--- config.mk ---
export PLATFORM = sky130hd
export DESIGN_NAME = cubic_bc_kernel_eval_core
export DESIGN_NICKNAME = d
export VERILOG_FILES = /design/src/cbk_pkg.sv /design/src/cubic_bc_kernel_eval_core.sv /design/src/cbk_coef.sv /design/src/cbk_front.sv /design/src/cbk_horner.sv /design/src/cbk_round.sv
export VERILOG_INCLUDE_DIRS = /design/src /design/src/src
export SDC_FILE = /design/constraint.sdc
export NUM_CORES = 2
export LEC_CHECK = 0
export ABC_CLOCK_PERIOD_IN_PS = 17050
export BUFFER_PORTS_ARGS = -buffer_cell sky130_fd_sc_hd__buf_2
export CAP_MARGIN = 20
export CORE_MARGIN = 2
export CORE_UTILIZATION = 45
export DETAILED_ROUTE_END_ITERATION = 8
export PLACE_DENSITY = 0.65
export SETUP_SLACK_MARGIN = 0.1
export SLEW_MARGIN = 20
export SYNTH_ARGS = -nofsm -noshare
export SYNTH_HDL_FRONTEND = slang
export SYNTH_HIERARCHICAL = 1
export SYNTH_SLANG_ARGS = --single-unit
--- constraint.sdc ---
create_clock -name i_clk -period 17.05 [get_ports i_clk]
set_input_delay 2.5575 -clock i_clk [delete_from_list [all_inputs] [get_ports i_clk]]
set_output_delay 2.5575 -clock i_clk [all_outputs]
set_load 0.01 [all_outputs]
--- src/assert_macros.svh ---
// ----------------------------------------------------------------------------
// Assertion macros
// Shared concurrent assertion wrappers for the cubic kernel block. They
// expand to nothing when SYNTHESIS is defined.
// ----------------------------------------------------------------------------
`ifndef ASSERT_MACROS_SVH
`define ASSERT_MACROS_SVH

`ifndef SYNTHESIS

// Same-cycle implication, sampled on the rising clock edge, off during reset.
`define CBK_ASSERT_IMP(lbl, clk, rst_n, ante, cons) \
    lbl: assert property (@(posedge clk) disable iff (!rst_n) (ante) |-> (cons)) \
        else $error("cbk assertion failed");

// Next-cycle implication, sampled on the rising clock edge, off during reset.
`define CBK_ASSERT_NXT(lbl, clk, rst_n, ante, cons) \
    lbl: assert property (@(posedge clk) disable iff (!rst_n) (ante) |=> (cons)) \
        else $error("cbk assertion failed");

`else

`define CBK_ASSERT_IMP(lbl, clk, rst_n, ante, cons)
`define CBK_ASSERT_NXT(lbl, clk, rst_n, ante, cons)

`endif

`endif

--- src/cbk_pkg.sv ---
// ----------------------------------------------------------------------------
// cbk_pkg
// Types and constants shared by the cubic (B, C) kernel evaluation pipeline.
// ----------------------------------------------------------------------------
`default_nettype none

package cbk_pkg;

    // Field widths.
    localparam int DIST_W   = 16;
    localparam int WEIGHT_W = 16;
    localparam int PARAM_W  = 16;
    localparam int CFG_IW   = 2;

    // Default number of fraction bits of the distance.
    localparam int FRAC_BITS_DEF = 13;

    // Datapath widths: coefficients and partial sums carry 16 fraction bits
    // and stay below 2^28 in magnitude; the absolute distance used by the
    // polynomials is below 2 in unsigned Q1.16.
    localparam int CW  = 30;
    localparam int XNW = 17;

    localparam int ONE_Q16 = 65536;
    localparam int TWO_Q16 = 131072;

    // Register indexes.
    localparam logic [CFG_IW-1:0] REG_BLUR_B = 2'd0;
    localparam logic [CFG_IW-1:0] REG_RING_C = 2'd1;

    localparam logic signed [PARAM_W-1:0] BLUR_B_RST = 16'sd1365;
    localparam logic signed [PARAM_W-1:0] RING_C_RST = 16'sd1365;

    // Coefficient constants, all six times the kernel value.
    localparam logic signed [CW-1:0] C_K0_BASE = CW'(6 * ONE_Q16);
    localparam logic signed [CW-1:0] C_K2_BASE = CW'(-18 * ONE_Q16);
    localparam logic signed [CW-1:0] C_K3_BASE = CW'(12 * ONE_Q16);
    localparam logic signed [CW-1:0] N2  = CW'(2);
    localparam logic signed [CW-1:0] N6  = CW'(6);
    localparam logic signed [CW-1:0] N8  = CW'(8);
    localparam logic signed [CW-1:0] N9  = CW'(9);
    localparam logic signed [CW-1:0] N12 = CW'(12);
    localparam logic signed [CW-1:0] N24 = CW'(24);
    localparam logic signed [CW-1:0] N30 = CW'(30);
    localparam logic signed [CW-1:0] N48 = CW'(48);

    // Final scaling: weight = floor((s + 12) / 24), done as a floor shift by
    // three, then a floor division by three on a biased, nonnegative value.
    localparam logic signed [CW-1:0] RND_BIAS = CW'(12);
    localparam int                   QBIAS    = 33554432;        // 2^25
    localparam logic signed [CW-1:0] DIV_OFS  = CW'(3 * QBIAS);
    localparam int                   VW       = 27;
    localparam int                   MW       = 28;
    localparam int                   DIV3_SH  = 28;
    localparam logic [MW-1:0]        DIV3_MUL = 28'd89478486;     // ceil(2^28 / 3)
    localparam int                   PW       = VW + MW;

    localparam logic signed [WEIGHT_W-1:0] W_MAX = 16'sh7FFF;
    localparam logic signed [WEIGHT_W-1:0] W_MIN = 16'sh8000;

    typedef struct packed {
        logic signed [CW-1:0] k0;
        logic signed [CW-1:0] k2;
        logic signed [CW-1:0] k3;
        logic signed [CW-1:0] m0;
        logic signed [CW-1:0] m1;
        logic signed [CW-1:0] m2;
        logic signed [CW-1:0] m3;
    } t_coef;

endpackage

`default_nettype wire

--- src/cubic_bc_kernel_eval_core.sv ---
// ----------------------------------------------------------------------------
// cubic_bc_kernel_eval_core
// Pipelined evaluator of the two-parameter (B, C) cubic resampling kernel.
//
//   Channel   Direction  Handshake                  Payload
//   dist      in         i_dist_valid/o_dist_stall  i_distance (Q3.13)
//   weight    out        o_weight_valid/i_weight_stall  o_weight (Q2.14), o_clipped
//   cfg       in         i_cfg_valid/o_cfg_ready    i_cfg_index, i_cfg_data
//
// One item enters per cycle while o_dist_stall is low; each item passes
// through six register stages: front stage, three Horner multiplier stages,
// divide and saturate stages.
// Each stage holds its item while the stage after it is full and blocked, so
// bubbles close up and o_dist_stall rises only when every stage is full.
// Reset empties the pipeline and sets B and C to 1/3; configuration writes
// are always taken and apply to items accepted afterwards.
// ----------------------------------------------------------------------------
`default_nettype none

`include "assert_macros.svh"

module cubic_bc_kernel_eval_core
    import cbk_pkg::*;
#(
    parameter int FRAC_BITS = FRAC_BITS_DEF
) (
    input  wire logic                        i_clk,
    input  wire logic                        i_rst_n,
    input  wire logic                        i_dist_valid,
    output logic                             o_dist_stall,
    input  wire logic signed [DIST_W-1:0]    i_distance,
    output logic                             o_weight_valid,
    input  wire logic                        i_weight_stall,
    output logic signed [WEIGHT_W-1:0]       o_weight,
    output logic                             o_clipped,
    input  wire logic                        i_cfg_valid,
    output logic                             o_cfg_ready,
    input  wire logic [CFG_IW-1:0]           i_cfg_index,
    input  wire logic signed [PARAM_W-1:0]   i_cfg_data
);

    t_coef                 coef;

    logic                  f_valid;
    logic [XNW-1:0]        f_xn;
    logic signed [CW-1:0]  f_a3, f_a2, f_a1, f_a0;

    logic                  h1_valid, h2_valid, h3_valid;
    logic signed [CW-1:0]  h1_acc, h2_acc, h3_acc;
    logic [XNW-1:0]        h1_xn, h2_xn, h3_xn;

    logic signed [CW-1:0]  r_h1_a1, r_h1_a0, r_h2_a0;

    logic                  rdy_f, rdy_h1, rdy_h2, rdy_h3, rdy_r;

    assign o_cfg_ready = 1'b1;

    cbk_coef u_coef (
        .i_clk       (i_clk),
        .i_rst_n     (i_rst_n),
        .i_cfg_valid (i_cfg_valid),
        .i_cfg_index (i_cfg_index),
        .i_cfg_data  (i_cfg_data),
        .o_coef      (coef)
    );

    // Ready chain from the output back to the input.
    assign rdy_h3 = !h3_valid || rdy_r;
    assign rdy_h2 = !h2_valid || rdy_h3;
    assign rdy_h1 = !h1_valid || rdy_h2;
    assign rdy_f  = !f_valid  || rdy_h1;
    assign o_dist_stall = !rdy_f;

    cbk_front #(
        .FRAC_BITS (FRAC_BITS)
    ) u_front (
        .i_clk      (i_clk),
        .i_rst_n    (i_rst_n),
        .i_adv      (rdy_f),
        .i_valid    (i_dist_valid),
        .i_distance (i_distance),
        .i_coef     (coef),
        .o_valid    (f_valid),
        .o_xn       (f_xn),
        .o_a3       (f_a3),
        .o_a2       (f_a2),
        .o_a1       (f_a1),
        .o_a0       (f_a0)
    );

    cbk_horner u_h1 (
        .i_clk   (i_clk),
        .i_rst_n (i_rst_n),
        .i_adv   (rdy_h1),
        .i_valid (f_valid),
        .i_acc   (f_a3),
        .i_add   (f_a2),
        .i_xn    (f_xn),
        .o_valid (h1_valid),
        .o_acc   (h1_acc),
        .o_xn    (h1_xn)
    );

    cbk_horner u_h2 (
        .i_clk   (i_clk),
        .i_rst_n (i_rst_n),
        .i_adv   (rdy_h2),
        .i_valid (h1_valid),
        .i_acc   (h1_acc),
        .i_add   (r_h1_a1),
        .i_xn    (h1_xn),
        .o_valid (h2_valid),
        .o_acc   (h2_acc),
        .o_xn    (h2_xn)
    );

    cbk_horner u_h3 (
        .i_clk   (i_clk),
        .i_rst_n (i_rst_n),
        .i_adv   (rdy_h3),
        .i_valid (h2_valid),
        .i_acc   (h2_acc),
        .i_add   (r_h2_a0),
        .i_xn    (h2_xn),
        .o_valid (h3_valid),
        .o_acc   (h3_acc),
        .o_xn    (h3_xn)
    );

    // The lower coefficients ride alongside the Horner stages until used.
    always_ff @(posedge i_clk) begin
        if (rdy_h1 && f_valid) begin
            r_h1_a1 <= f_a1;
            r_h1_a0 <= f_a0;
        end
        if (rdy_h2 && h1_valid) begin
            r_h2_a0 <= r_h1_a0;
        end
    end

    cbk_round u_round (
        .i_clk     (i_clk),
        .i_rst_n   (i_rst_n),
        .i_valid   (h3_valid),
        .i_sum     (h3_acc),
        .i_stall   (i_weight_stall),
        .o_ready   (rdy_r),
        .o_valid   (o_weight_valid),
        .o_weight  (o_weight),
        .o_clipped (o_clipped)
    );

    `CBK_ASSERT_IMP(a_stall_only_when_blocked, i_clk, i_rst_n, o_dist_stall, o_weight_valid && i_weight_stall)
    `CBK_ASSERT_IMP(a_full_when_stalled, i_clk, i_rst_n, o_dist_stall, f_valid && h1_valid && h2_valid && h3_valid)
    `CBK_ASSERT_NXT(a_h3_holds, i_clk, i_rst_n, h3_valid && !rdy_h3, h3_valid && $stable(h3_xn))

endmodule

`default_nettype wire

--- src/cbk_coef.sv ---
// ----------------------------------------------------------------------------
// cbk_coef
// Holds the B and C registers and forms the seven polynomial coefficients.
// ----------------------------------------------------------------------------
`default_nettype none

module cbk_coef
    import cbk_pkg::*;
(
    input  wire logic                        i_clk,
    input  wire logic                        i_rst_n,
    input  wire logic                        i_cfg_valid,
    input  wire logic [CFG_IW-1:0]           i_cfg_index,
    input  wire logic signed [PARAM_W-1:0]   i_cfg_data,
    output t_coef                            o_coef
);

    logic signed [PARAM_W-1:0] r_blur_b, n_blur_b;
    logic signed [PARAM_W-1:0] r_ring_c, n_ring_c;
    logic signed [CW-1:0]      bq;
    logic signed [CW-1:0]      cq;

    always_comb begin
        n_blur_b = r_blur_b;
        n_ring_c = r_ring_c;
        if (i_cfg_valid) begin
            case (i_cfg_index)
                REG_BLUR_B: n_blur_b = i_cfg_data;
                REG_RING_C: n_ring_c = i_cfg_data;
                default:    ;
            endcase
        end
    end

    always_ff @(posedge i_clk) begin
        if (!i_rst_n) begin
            r_blur_b <= BLUR_B_RST;
            r_ring_c <= RING_C_RST;
        end else begin
            r_blur_b <= n_blur_b;
            r_ring_c <= n_ring_c;
        end
    end

    // Q4.12 to 16 fraction bits.
    assign bq = {{(CW - PARAM_W - 4){r_blur_b[PARAM_W-1]}}, r_blur_b, 4'b0000};
    assign cq = {{(CW - PARAM_W - 4){r_ring_c[PARAM_W-1]}}, r_ring_c, 4'b0000};

    always_comb begin
        o_coef.k0 = C_K0_BASE - N2 * bq;
        o_coef.k2 = C_K2_BASE + N12 * bq + N6 * cq;
        o_coef.k3 = C_K3_BASE - N9 * bq - N6 * cq;
        o_coef.m0 = N8 * bq + N24 * cq;
        o_coef.m1 = -(N12 * bq) - N48 * cq;
        o_coef.m2 = N6 * bq + N30 * cq;
        o_coef.m3 = -bq - N6 * cq;
    end

endmodule

`default_nettype wire

--- src/cbk_front.sv ---
// ----------------------------------------------------------------------------
// cbk_front
// First pipeline stage: absolute distance, scaling to Q1.16, segment choice
// and coefficient selection.
// ----------------------------------------------------------------------------
`default_nettype none

`include "assert_macros.svh"

module cbk_front
    import cbk_pkg::*;
#(
    parameter int FRAC_BITS = FRAC_BITS_DEF
) (
    input  wire logic                      i_clk,
    input  wire logic                      i_rst_n,
    input  wire logic                      i_adv,
    input  wire logic                      i_valid,
    input  wire logic [DIST_W-1:0]         i_distance,
    input  t_coef                          i_coef,
    output logic                           o_valid,
    output logic [XNW-1:0]                 o_xn,
    output logic signed [CW-1:0]           o_a3,
    output logic signed [CW-1:0]           o_a2,
    output logic signed [CW-1:0]           o_a1,
    output logic signed [CW-1:0]           o_a0
);

    logic [DIST_W:0]       mag;
    logic [31:0]           xw;
    logic                  inner;
    logic                  near;
    logic [XNW-1:0]        n_xn;
    logic signed [CW-1:0]  n_a3, n_a2, n_a1, n_a0;
    logic                  r_valid;

    // The most negative distance still gets its full magnitude of 2^15.
    assign mag = i_distance[DIST_W-1] ? ((DIST_W+1)'(ONE_Q16) - {1'b0, i_distance})
                                      : {1'b0, i_distance};

    if (FRAC_BITS <= 16) begin : g_shl
        localparam int SH = 16 - FRAC_BITS;
        assign xw = 32'(mag) << SH;
    end else begin : g_shr
        localparam int SH = FRAC_BITS - 16;
        assign xw = 32'(mag >> SH);
    end

    assign inner = xw < 32'(ONE_Q16);
    assign near  = xw < 32'(TWO_Q16);

    always_comb begin
        n_xn = '0;
        n_a3 = '0;
        n_a2 = '0;
        n_a1 = '0;
        n_a0 = '0;
        if (inner) begin
            n_xn = xw[XNW-1:0];
            n_a3 = i_coef.k3;
            n_a2 = i_coef.k2;
            n_a0 = i_coef.k0;
        end else if (near) begin
            n_xn = xw[XNW-1:0];
            n_a3 = i_coef.m3;
            n_a2 = i_coef.m2;
            n_a1 = i_coef.m1;
            n_a0 = i_coef.m0;
        end
    end

    always_ff @(posedge i_clk) begin
        if (!i_rst_n) begin
            r_valid <= 1'b0;
        end else if (i_adv) begin
            r_valid <= i_valid;
        end
    end

    always_ff @(posedge i_clk) begin
        if (i_adv && i_valid) begin
            o_xn <= n_xn;
            o_a3 <= n_a3;
            o_a2 <= n_a2;
            o_a1 <= n_a1;
            o_a0 <= n_a0;
        end
    end

    assign o_valid = r_valid;

    // The inner cubic has no linear term, and far items carry all zeros.
    `CBK_ASSERT_IMP(a_inner_no_linear, i_clk, i_rst_n, r_valid && !o_xn[XNW-1], o_a1 == '0)

endmodule

`default_nettype wire

--- src/cbk_horner.sv ---
// ----------------------------------------------------------------------------
// cbk_horner
// One Horner step as a pipeline stage: acc * x in Q16, floored, plus addend.
// ----------------------------------------------------------------------------
`default_nettype none

module cbk_horner
    import cbk_pkg::*;
(
    input  wire logic                      i_clk,
    input  wire logic                      i_rst_n,
    input  wire logic                      i_adv,
    input  wire logic                      i_valid,
    input  wire logic signed [CW-1:0]      i_acc,
    input  wire logic signed [CW-1:0]      i_add,
    input  wire logic [XNW-1:0]            i_xn,
    output logic                           o_valid,
    output logic signed [CW-1:0]           o_acc,
    output logic [XNW-1:0]                 o_xn
);

    logic signed [CW+XNW:0] prod;
    logic signed [CW-1:0]   n_acc;
    logic                   r_valid;

    assign prod  = i_acc * $signed({1'b0, i_xn});
    // Dropping the 16 low bits of the two's complement product floors it.
    assign n_acc = i_add + $signed(prod[CW+15:16]);

    always_ff @(posedge i_clk) begin
        if (!i_rst_n) begin
            r_valid <= 1'b0;
        end else if (i_adv) begin
            r_valid <= i_valid;
        end
    end

    always_ff @(posedge i_clk) begin
        if (i_adv && i_valid) begin
            o_acc <= n_acc;
            o_xn  <= i_xn;
        end
    end

    assign o_valid = r_valid;

endmodule

`default_nettype wire

--- src/cbk_round.sv ---
// ----------------------------------------------------------------------------
// cbk_round
// Last two stages: divide the six-times sum by 24 with round half up, then
// saturate to Q2.14 in the output register.
// ----------------------------------------------------------------------------
`default_nettype none

`include "assert_macros.svh"

module cbk_round
    import cbk_pkg::*;
(
    input  wire logic                        i_clk,
    input  wire logic                        i_rst_n,
    input  wire logic                        i_valid,
    input  wire logic signed [CW-1:0]        i_sum,
    input  wire logic                        i_stall,
    output logic                             o_ready,
    output logic                             o_valid,
    output logic signed [WEIGHT_W-1:0]       o_weight,
    output logic                             o_clipped
);

    logic signed [CW-1:0]       biased;
    logic [PW-1:0]              n_prod;
    logic [PW-1:0]              r_prod;
    logic                       r_e_valid;
    logic                       r_valid;
    logic                       rdy_e;
    logic                       rdy_f;
    logic signed [VW-1:0]       wq;
    logic signed [WEIGHT_W-1:0] n_weight;
    logic                       n_clipped;

    assign rdy_f = !r_valid || !i_stall;
    assign rdy_e = !r_e_valid || rdy_f;

    // Floor shift by eight's worth, then offset so the divide by three sees a
    // nonnegative value below 2^27.
    assign biased = ((i_sum + RND_BIAS) >>> 3) + DIV_OFS;
    assign n_prod = PW'(biased[VW-1:0]) * PW'(DIV3_MUL);

    always_ff @(posedge i_clk) begin
        if (!i_rst_n) begin
            r_e_valid <= 1'b0;
            r_valid   <= 1'b0;
        end else begin
            if (rdy_e) begin
                r_e_valid <= i_valid;
            end
            if (rdy_f) begin
                r_valid <= r_e_valid;
            end
        end
    end

    always_ff @(posedge i_clk) begin
        if (rdy_e && i_valid) begin
            r_prod <= n_prod;
        end
        if (rdy_f && r_e_valid) begin
            o_weight  <= n_weight;
            o_clipped <= n_clipped;
        end
    end

    assign wq = $signed(r_prod[PW-1:DIV3_SH]) - VW'(QBIAS);

    always_comb begin
        n_weight  = wq[WEIGHT_W-1:0];
        n_clipped = 1'b0;
        if (wq > VW'(W_MAX)) begin
            n_weight  = W_MAX;
            n_clipped = 1'b1;
        end else if (wq < VW'(W_MIN)) begin
            n_weight  = W_MIN;
            n_clipped = 1'b1;
        end
    end

    assign o_ready = rdy_e;
    assign o_valid = r_valid;

    `CBK_ASSERT_IMP(a_clip_at_rail, i_clk, i_rst_n, r_valid && o_clipped, o_weight == W_MAX || o_weight == W_MIN)
    `CBK_ASSERT_NXT(a_mid_holds, i_clk, i_rst_n, r_e_valid && !rdy_f, r_e_valid)

endmodule

`default_nettype wire

==> flow_summary.json <==
{
  "htreeDepth": 2,
  "worst-path-buf-inv": 4,
  "antenna_found_initial": 5,
  "syn_area_um2": 95400,
  "cap_viol_max_count": 0,
  "hold_start": "u_front/o_a1[25]",
  "avgSynthCellArea_um2": 9.29,
  "worst_pin_slew_ns": 1.08,
  "die_w_um": 464,
  "route.vias.total": 68129,
  "utilization_pct": 47.3,
  "pin_count": 59,
  "grt_max_degree": 121,
  "die_area_um2": 216000,
  "path_clk_slew_ns": 0.06,
  "start_util_pct": 45.1,
  "cts_hold_buffers": 0,
  "port_buffers": 57,
  "dr.pass1.iters": 6,
  "grt_pass1_wl_mm": 399,
  "cts_tree": "yes",
  "rsz0062_at_grt": "no",
  "dp_hpwl_mm": 200,
  "period_share_pct": 54.1,
  "final.setup_skew_ns": 0.0662,
  "cts_resized": 0,
  "clock_path_buffers": 3,
  "viasPerCell": 5.26,
  "fin_nets": 12859,
  "core_area_um2": 211000,
  "areaGrowthSynthToFinish_pct": 4.82,
  "rows": 169,
  "critPathKind": "flip-flop to flip-flop",
  "outcome": "complete, no violations",
  "rrSetupSlack_ns": 7.82,
  "grt_pass1_vias": 72909,
  "clk_latency_ns": 0.69,
  "drt_iter0_markers": 4057,
  "critPathLaunchType": "flip-flop",
  "relSlewSlack_pct": 28.0,
  "cts-root-buf": "clkbuf_16",
  "antenna_left": 0,
  "rr_endpoint": "u_h2/o_acc[29]",
  "preCtsSetupSlack_ns": 7.70,
  "dp.cells": 12862,
  "worstSetupPathDepth": 29,
  "final_layout_size_suffix_gt1_share_pct": 4.02,
  "cp_top_family": "adder cells",
  "layout_setup_ws_ns": 7.82,
  "drc": 0,
  "r2r_cells": 29,
  "fmax_mhz": 108,
  "drv_slew": 0,
  "gp_congestion": 0.926,
  "track_usage_pct": 23.2,
  "wl_per_cell_um": 19.0,
  "final_cells": 12963,
  "crit_path_frequent_cell": "fa_1",
  "whs_path_depth": 0,
  "critical_path_arrival_ns": 9.63,
  "grt-ovfl-total": 0,
  "critPathSlowestCell": "edfxtp_1",
  "end_kind": "flip-flop",
  "post_cts_buffers": 0,
  "timing.rr.start": "u_h1/o_xn[3]",
  "hold_viol": 0,
  "cts_buffers": 53,
  "synth_warnings": 6,
  "cp_slowest_stage_delay_ns": 0.73,
  "crit_fanout": 19,
  "required_ns": 17.45,
  "fp.dieH_um": 464,
  "layout_min_cycle_time_ns": 9.23,
  "fin_setup_tns_ns": 0,
  "finalWirelength_mm": 246,
  "min_to": "r_h1_a1[25]",
  "synthCells": 10263,
  "cts.sinks": 427,
  "hold_path_class": "flip-flop to flip-flop",
  "final-setup-viol-count": 0
}
==> per-layer routing <==
layer  up-vias  global-route usage, %  share of wire, %
met3       363                   2.23               4.7
met2      1770                   39.4                49
met1     34758                   31.6                44
met5         -                      0                 0
met4         0                   6.62               3.0
li1      31238                      -                 -
==> how the worst max path moves through the flow <==
stage,endpoint,slack (ns),start
6_report,u_h2/o_acc[29],7.82,u_h1/o_xn[3]
4_1_cts,u_h2/o_acc[28],7.68,u_h1/o_xn[7]
2_1_floorplan,u_h2/o_acc[28],8.99,u_h1/o_acc[19]
5_1_grt,u_h2/o_acc[28],7.36,u_h1/o_xn[3]
3_3_place_gp,u_h2/o_acc[28],7.80,u_h1/o_xn[7]
3_5_place_dp,u_h2/o_acc[28],7.70,u_h1/o_xn[7]
==> worst reg2reg max path, delay by kind of cell, from the launching register on <==
family / cells / cell delay [ns]
XOR/XNOR: 1 / 0.14
adder cells (fa/ha/maj): 8 / 3.79
AO/OA/AOI/OAI: 9 / 2.60
buffers and inverters: 4 / 0.48
AND/OR/NAND/NOR: 7 / 1.24
flip-flops: 1 / 0.73
==> per-stage QoR <==
stage	cell area (µm²)	hold WS (ns)
floorplan	95500	0.400
global placement	98200	0.401
detailed placement	98200	0.405
CTS	99900	0.391
global route	100000	0.421
finish	100000	0.397
==> final cells by class <==
| type | instances | area, µm² |
|---|---|---|
| Fill cell | 20023 | 111000 |
| Multi-Input combinational cell | 7077 | 72300 |
| Sequential cell | 427 | 12400 |
| Inverter | 2398 | 9000 |
| Tap cell | 2821 | 3530 |
| Clock buffer | 61 | 1370 |
| Timing Repair Buffer | 140 | 936 |
| Clock inverter | 38 | 384 |
| Antenna cell | 1 | 2.50 |
==> placed cells by master, fill, tap and decap left out, drive strengths merged, types with 67 or more instances in the layout <==
| cell | instances |
|---|---|
| a21o | 177 |
| ha | 1006 |
| edfxtp | 389 |
| and3 | 69 |
| buf | 140 |
| nor3 | 67 |
| a21oi | 416 |
| nand3 | 80 |
| o21ai | 181 |
| xnor2 | 308 |
| nor2 | 225 |
| inv | 2406 |
| nand2 | 1328 |
| xor2 | 138 |
| fa | 1717 |
| and2 | 668 |
Power is not shown: default switching activity piles up to over one toggle a cycle in this logic, so the estimate is an artifact.
